$ cat src/rtl/rvs_pkg.sv
// ----------------------------------------------------------------------------
// rvs_pkg
// Shared types and constants for the RV32I instruction step block.
// ----------------------------------------------------------------------------
package rvs_pkg;

	// host operation codes
	localparam logic [1:0] OP_WRITE = 2'd0;
	localparam logic [1:0] OP_READ  = 2'd1;
	localparam logic [1:0] OP_EXEC  = 2'd2;
	localparam logic [1:0] OP_NONE  = 2'd3;

	// fault codes
	localparam logic [1:0] FLT_NONE    = 2'd0;
	localparam logic [1:0] FLT_ILLEGAL = 2'd1;
	localparam logic [1:0] FLT_RANGE   = 2'd2;

	// opcodes
	localparam logic [6:0] OPC_MASK   = 7'h7f;
	localparam logic [6:0] OPC_LUI    = 7'h37;
	localparam logic [6:0] OPC_AUIPC  = 7'h17;
	localparam logic [6:0] OPC_JAL    = 7'h6f;
	localparam logic [6:0] OPC_JALR   = 7'h67;
	localparam logic [6:0] OPC_BRANCH = 7'h63;
	localparam logic [6:0] OPC_LOAD   = 7'h03;
	localparam logic [6:0] OPC_STORE  = 7'h23;
	localparam logic [6:0] OPC_IMM    = 7'h13;
	localparam logic [6:0] OPC_REG    = 7'h33;
	localparam logic [6:0] OPC_FENCE  = 7'h0f;
	localparam logic [6:0] OPC_SYSTEM = 7'h73;

	localparam logic [31:0] UPPER_MASK = 32'hfffff000;

	localparam logic [6:0] F7_ZERO = 7'h00;
	localparam logic [6:0] F7_ALT  = 7'h20;

	// memory access request
	typedef struct packed {
		logic        en;
		logic        we;
		logic [31:0] addr;
		logic [2:0]  nbytes;
		logic [31:0] wdata;
	} mem_req_t;

	// register file write
	typedef struct packed {
		logic        we;
		logic [4:0]  addr;
		logic [31:0] data;
	} rf_wr_t;

endpackage

$ cat src/rtl/rvs_regfile.sv
// ----------------------------------------------------------------------------
// rvs_regfile
// 32 x 32 register file, two registered read ports, one write port.
// Valid bits make unwritten entries (and x0) read zero after reset.
// ----------------------------------------------------------------------------
module rvs_regfile
	import rvs_pkg::*;
(
	input  logic        clk,
	input  logic        arst_n,
	input  logic        rd_en,
	input  logic [4:0]  rs1,
	input  logic [4:0]  rs2,
	output logic [31:0] a,
	output logic [31:0] b,
	input  rf_wr_t      wr,
	output logic [31:0] x17
);

	logic [31:0] regs [32];
	logic [31:0] valid_q;
	logic [31:0] a_q;
	logic [31:0] b_q;
	logic [31:0] x17_q;

	assign a   = a_q;
	assign b   = b_q;
	assign x17 = x17_q;

	always_ff @(posedge clk or negedge arst_n) begin
		if (!arst_n) begin
			valid_q <= '0;
			x17_q   <= '0;
		end else if (wr.we && wr.addr != 5'd0) begin
			valid_q[wr.addr] <= 1'b1;
			if (wr.addr == 5'd17) begin
				x17_q <= wr.data;
			end
		end
	end

	always_ff @(posedge clk) begin
		if (wr.we && wr.addr != 5'd0) begin
			regs[wr.addr] <= wr.data;
		end
		if (rd_en) begin
			a_q <= valid_q[rs1] ? regs[rs1] : 32'h0;
			b_q <= valid_q[rs2] ? regs[rs2] : 32'h0;
		end
	end

endmodule

$ cat config.mk
export PLATFORM = sky130hd
export DESIGN_NAME = rvs_regfile
export DESIGN_NICKNAME = d
export VERILOG_FILES = /design/src/rtl/rvs_pkg.sv /design/src/rtl/rvs_regfile.sv
export SDC_FILE = /design/constraint.sdc
export NUM_CORES = 2
export LEC_CHECK = 0
export BUFFER_PORTS_ARGS = -buffer_cell sky130_fd_sc_hd__buf_2
export CAP_MARGIN = 5
export CELL_PAD_IN_SITES_DETAIL_PLACEMENT = 0
export CELL_PAD_IN_SITES_GLOBAL_PLACEMENT = 1
export CORE_UTILIZATION = 45
export CTS_BUF_LIST = sky130_fd_sc_hd__clkbuf_16
export DETAILED_ROUTE_END_ITERATION = 10
export PLACE_DENSITY_LB_ADDON = 0.1
export SYNTH_ARGS = -nofsm -noshare
export SYNTH_HDL_FRONTEND = slang
export SYNTH_SLANG_ARGS = --single-unit
$ cat constraint.sdc
create_clock -name clk -period 1.85 [get_ports clk]
set_input_delay 0.185 -clock clk [delete_from_list [all_inputs] [get_ports clk]]
set_output_delay 0.185 -clock clk [all_outputs]
set_load 0.03 [all_outputs]
* Word level (Yosys, flattened, before mapping)
Memory sizes are Yosys's and may differ from the RTL's. A register that Yosys moved wholly into a read port is not among the register bits.
Cells that the tools add are included.
** Storage, ports and cells
- Bits in registers :: 64
- Bits in writable memories :: 1024
- Input port bits :: 51
- Output and inout port bits :: 96
- Memories :: 1
** Cells by class
- $lt $le $gt $ge :: 4
- Eq/ne operators :: 1
- Muxes and demuxes :: 8
- Bitwise operators :: 1
- Reduce and logical (&&, ||, !) cells :: 6
** Memories
- regs :: depth 32, bits a word 32, read ports 2, clocked after Yosys merged registers in 2, wr ports 1, RTL line rvs_regfile.sv:20 : logic [31:0] regs [32];
** Operators by type and width (number)
- bitwise OR 32 bit :: 1
- less-than comparator 5 x 6 -> 1 bit, second input constant :: 3
- binary-select mux 1 bit (select 5 bit) :: 2
- demux 1 bit (select 5 bit) :: 1
- == test 5 bit, second input constant :: 1
- greater-or-equal comparator 5 x 1 -> 1 bit, second input constant :: 1
- two-way mux 1 bit :: 5
- nonzero test 5 bit :: 1
- logical AND 1 bit :: 2
- logical NOT 1 bit :: 2
- AND reduction 2 bit :: 1

* Depth between registers and ports, before layout
- Depth after elaboration :: 5
- Gate-level depth with buffers :: 9

* Worst setup path after synthesis
OpenSTA, ideal clock, no wires.
- Path type :: input -> register
- From :: input wr[34] (netlist bit)
- To :: memory regs[21][0], enable pin
- Library setup time :: 0.469 ns
- Data arrival time :: 3.012 ns
- Setup slack :: -1.631 ns
- Stages on the path :: 3
- Path buffers :: 1
- Path through :: clkbuf_1 nand3_1 nor3b_1
** On the way
- Word-level cells in the longest chain between the ends :: 4
** RTL lines
- from (decl) :: RTL line rvs_regfile.sv:16 : input rf_wr_t wr,
- nonzero test 5 bit :: RTL line rvs_regfile.sv:43 : if (wr.we && wr.addr != 5'd0) begin
- logical AND 1 bit :: RTL line rvs_regfile.sv:43
- two-way mux 1 bit :: RTL line rvs_regfile.sv:43
- two-way mux 1 bit (not written as such) :: RTL line rvs_regfile.sv:44 : regs[wr.addr] <= wr.data;
- to (decl) :: RTL line rvs_regfile.sv:20
Several ways; a longest one is shown, not always the timed one.

* Final worst setup path
- From :: register valid_q[27]
- To :: register b_q[4] (netlist: b[4]), read port of regs (data pin)
** On the way
- Word-level cells in the longest chain between the ends :: 3
** RTL lines
- from (decl) :: RTL line rvs_regfile.sv:21 : logic [31:0] valid_q;
- from (signal assigned) :: RTL line rvs_regfile.sv:32 : valid_q <= '0;
- from (signal, indexed assignment) :: RTL line rvs_regfile.sv:35 : valid_q[wr.addr] <= 1'b1;
- binary-select mux 1 bit (select 5 bit) :: RTL line rvs_regfile.sv:48 : b_q <= valid_q[rs2] ? regs[rs2] : 32'h0;
- two-way mux 1 bit (not written as such) :: RTL line rvs_regfile.sv:48
- logical NOT 1 bit (no source line)
- to (decl) :: RTL line rvs_regfile.sv:23 : logic [31:0] b_q;
Every way passes these cells. The select of a mux whose other input is x is not followed.
A chain may end at the register's enable or synchronous reset.

==> flow_summary.toml <==
[setup_path]
cp_data_required_time_ns = 2.32
r2r_start = "valid_q[27]$_DFFE_PN0P_"
r2r-end = "b[4]$_SDFFCE_PN0P_"
worst-path-buf-inv = 2
worstSetupStartpoint = "valid_q[27]$_DFFE_PN0P_"
cp.depth = 7
cp-start-kind = "flip-flop"
critical_path.cell_chain = "mux4_2, mux2_4, nand3_2, nand4_1, buf_6, buf_12, and3_4"
cp_max_fo = 7
arrival_ns = 2.65
crit_family = "multiplexers"
worst_path_max_delay_cell = "mux4_2"
rr_worst_depth = 7
end_kind = "flip-flop"
worstSetupPathType = "reg -> reg"
r2r_slack_ns = -0.33
max_stage_delay_ns = 0.48

[place]
io_buffers = 146
place_hpwl_um = 119000
gp_congestion = 0.866
detailed_place.area_um2 = 59400
placed_cells_incl_taps = 4927

[finish]
fin_area_um2 = 64000
fin_cells = 5193
final_core_util_pct = 54.9
drive_above_1_share_pct = 30.7
layout.nets = 3612
syn_to_final_growth_pct = 20.7
n_fill_cell = 9159

[synthesis]
syn_avg_cell_area_um2 = 17.0
synth_top_area_share_pct = 61.6
yosys.area.top_type = "edfxtp_1"
synthDistinctLibCells = 38
ys_warn_count = 0
netlist_area_um2 = 53000
synth-seq-cells = 1152
ys.flop_type = "edfxtp_1"
muxShareOfSynthArea_pct = 22.0
synth-xor-area-share_pct = 0
async_flop_share_pct = 5.56
postSynthCellCount = 3117
seq_area_frac_synth_pct = 64.6
synthTopCellsByArea = "edfxtp_1 (62%), mux4_2 (11%), mux2i_1 (9.8%)"
synthAdderAreaFrac_pct = 0
yosysMostFrequentCell = "edfxtp_1"
synth-edff-count = 1088
synth_common_cells = "edfxtp_1 (1,088), mux2i_1 (520), mux4_2 (268), a221oi_1 (249), o21ai_0 (117)"
synth_compound_area_share_pct = 7.15
synth-simple-area-share_pct = 3.46
synth_top_family_by_area = "multiplexers"

[worst_hold_path]
hp-class = "in -> reg"
hp-start = "wr[18]"
worstHoldPathCells = 1
holdPathEnd = "regs[3][18]$_DFFE_PP_"

[die]
die_height_um = 345
ios = 147
num_rows = 125
die_w_um = 345
design.die.area_um2 = 119000
initial_core_util_pct = 45.5
coreArea_um2 = 117000

[power]
p_leak_nw = 22.7
power_density_nw_per_um2 = 963
ir_drop_mv = 0.837

[status]
status = "finished, violations left"
violations = "setup timing"

[clock_tree]
clk-insertion-delay-late_ns = 0.74
cts_buffers = 121
clock_path_buffers = 3
root_buffer = "clkbuf_16"
h-tree-depth = 3
cts_tree = "built"
cts.sinks = 1152
clk_pin_slew_ns = 0.07

[timing]
rsz0062_at_grt = "true"
hold_viol = 0
post-route-period-util_pct = 118
setup_slack_ns = -0.334
clock_skew_ns = 0.0375
worst_slew_pin_slew_ns = 0.712
slew_violations = 0
max_freq_ghz = 0.458
tns_ns = -17.96
slew_headroom_pct = 52.5
setup_viol_count_final = 64
period_needed_ns = 2.18

[routing]
drt_iter0_drc = 3867
drc = 0
avgViaCountPerCell = 6.64
final_antenna_net_count = 0
vias = 34500
firstDrtPassIters = 6
wl_per_cell_um = 36.4
drt-total-wl_um = 189000

[global_routing]
grt_max_degree = 40
grt.overflow.total = 0
grt_pass1_vias = 34900
grt_pass1_wl_um = 263000
antenna_found_initial = 18
grt_use_total_pct = 31.5

[job]
maxCapViolCount = 0
what timing repair did:
item / 4_1_cts / 5_1_grt
hold buffers: 28 / 0
endpoints found under the hold margin: 818 / 0
pin swaps: 2 / 3
endpoints found under the setup margin: 65 / 64
setup buffers: 3 / 1
gates resized for setup: 41 / 26
gates cloned: 1 / 2
layout by cell type, fill, tap and decap left out, types with 4 or more instances in the layout:
cell type,synthesis,routed
edfxtp_1,1088,1088
mux2i_1,520,520
mux4_2,268,268
a221oi_1,249,249
buf_4,32,214
buf_12,0,162
buf_2,66,133
clkbuf_16,0,125
o21ai_0,117,117
nand3_1,72,68
nor2_1,96,68
a22oi_1,64,64
nor3_1,66,64
a21oi_1,64,64
dfrtp_1,64,64
and3_4,0,41
clkinv_1,0,34
mux2_2,36,33
conb_1,1,32
or2_2,30,30
nor2_4,0,28
dlygate4sd3_1,0,27
and3_1,65,23
clkinv_2,0,21
inv_1,5,20
bufinv_16,0,12
o21ai_1,11,11
clkinvlp_4,0,11
diode_2,0,7
a221oi_2,7,7
nand3b_1,6,6
nand2_1,6,6
buf_6,36,5
nand3_2,0,4
a311oi_1,4,4
o211ai_1,4,4
registers in the layout, summed over array words and instances, names as in the netlist:
name,cells
a,32
valid_q,32
x17,32
regs,1024
b,32
metal layers:
| metal | part of all wire (%) | global-route usage, % | up-vias | wire [um] |
|---|---|---|---|---|
| met4 | 3.4 | 9.71 | 4 | 6340 |
| li1 | - | - | 14000 | - |
| met5 | 0.012 | 0 | - | 22 |
| met2 | 47 | 50.0 | 1794 | 88200 |
| met3 | 8.5 | 5.29 | 319 | 16100 |
| met1 | 41 | 44.5 | 18400 | 78500 |
cells by family after synthesis:
logic type | Yosys count
other cells | 1
compound gates | 520
simple gates | 359
flops | 1152
buf+inv | 261
mux | 824
final cells by class:
class	instances	area, um^2	share of cell area (%)
multi-input combinational	1735	17900	28.0
clock inverter	101	828	1.29
antenna	7	17.5	0.0274
tap	1524	1910	2.98
sequential	1152	34300	53.6
inverter	5	21.3	0.0332
clock buffer	123	3080	4.81
timing repair buffer	546	5950	9.30
per-stage QoR:
step / hold slack [ns] / setup WS [ns] / power (mW)
3_5_place_dp: 0.165 / -0.425 / 37.5
3_3_place_gp: 0.156 / -0.456 / 37.4
4_1_cts: 0.00971 / -0.281 / 61.7
6_report: 0.0272 / -0.334 / 61.6
2_1_floorplan: -0.111 / -0.304 / 34.2
5_1_grt: 0.0253 / -0.354 / 63.2
power by group:
| group | internal [mW] | total [mW] | switching (mW) |
|---|---|---|---|
| Sequential | 29.4 | 29.9 | 0.547 |
| Combinational | 3.12 | 7.53 | 4.41 |
| Clock | 13.7 | 24.1 | 10.4 |
| Total | 46.2 | 61.6 | 15.4 |
worst max path at each step:
stage	slack (ns)	to
after floorplan	-0.30	regs[11][0]$_DFFE_PP_
final	-0.33	b[4]$_SDFFCE_PN0P_
after global routing	-0.35	b[24]$_SDFFCE_PN0P_
after CTS	-0.28	b[21]$_SDFFCE_PN0P_
after detailed placement	-0.42	b[1]$_SDFFCE_PN0P_
after global placement	-0.46	b[5]$_SDFFCE_PN0P_
Power figures use the tool's default switching activity.
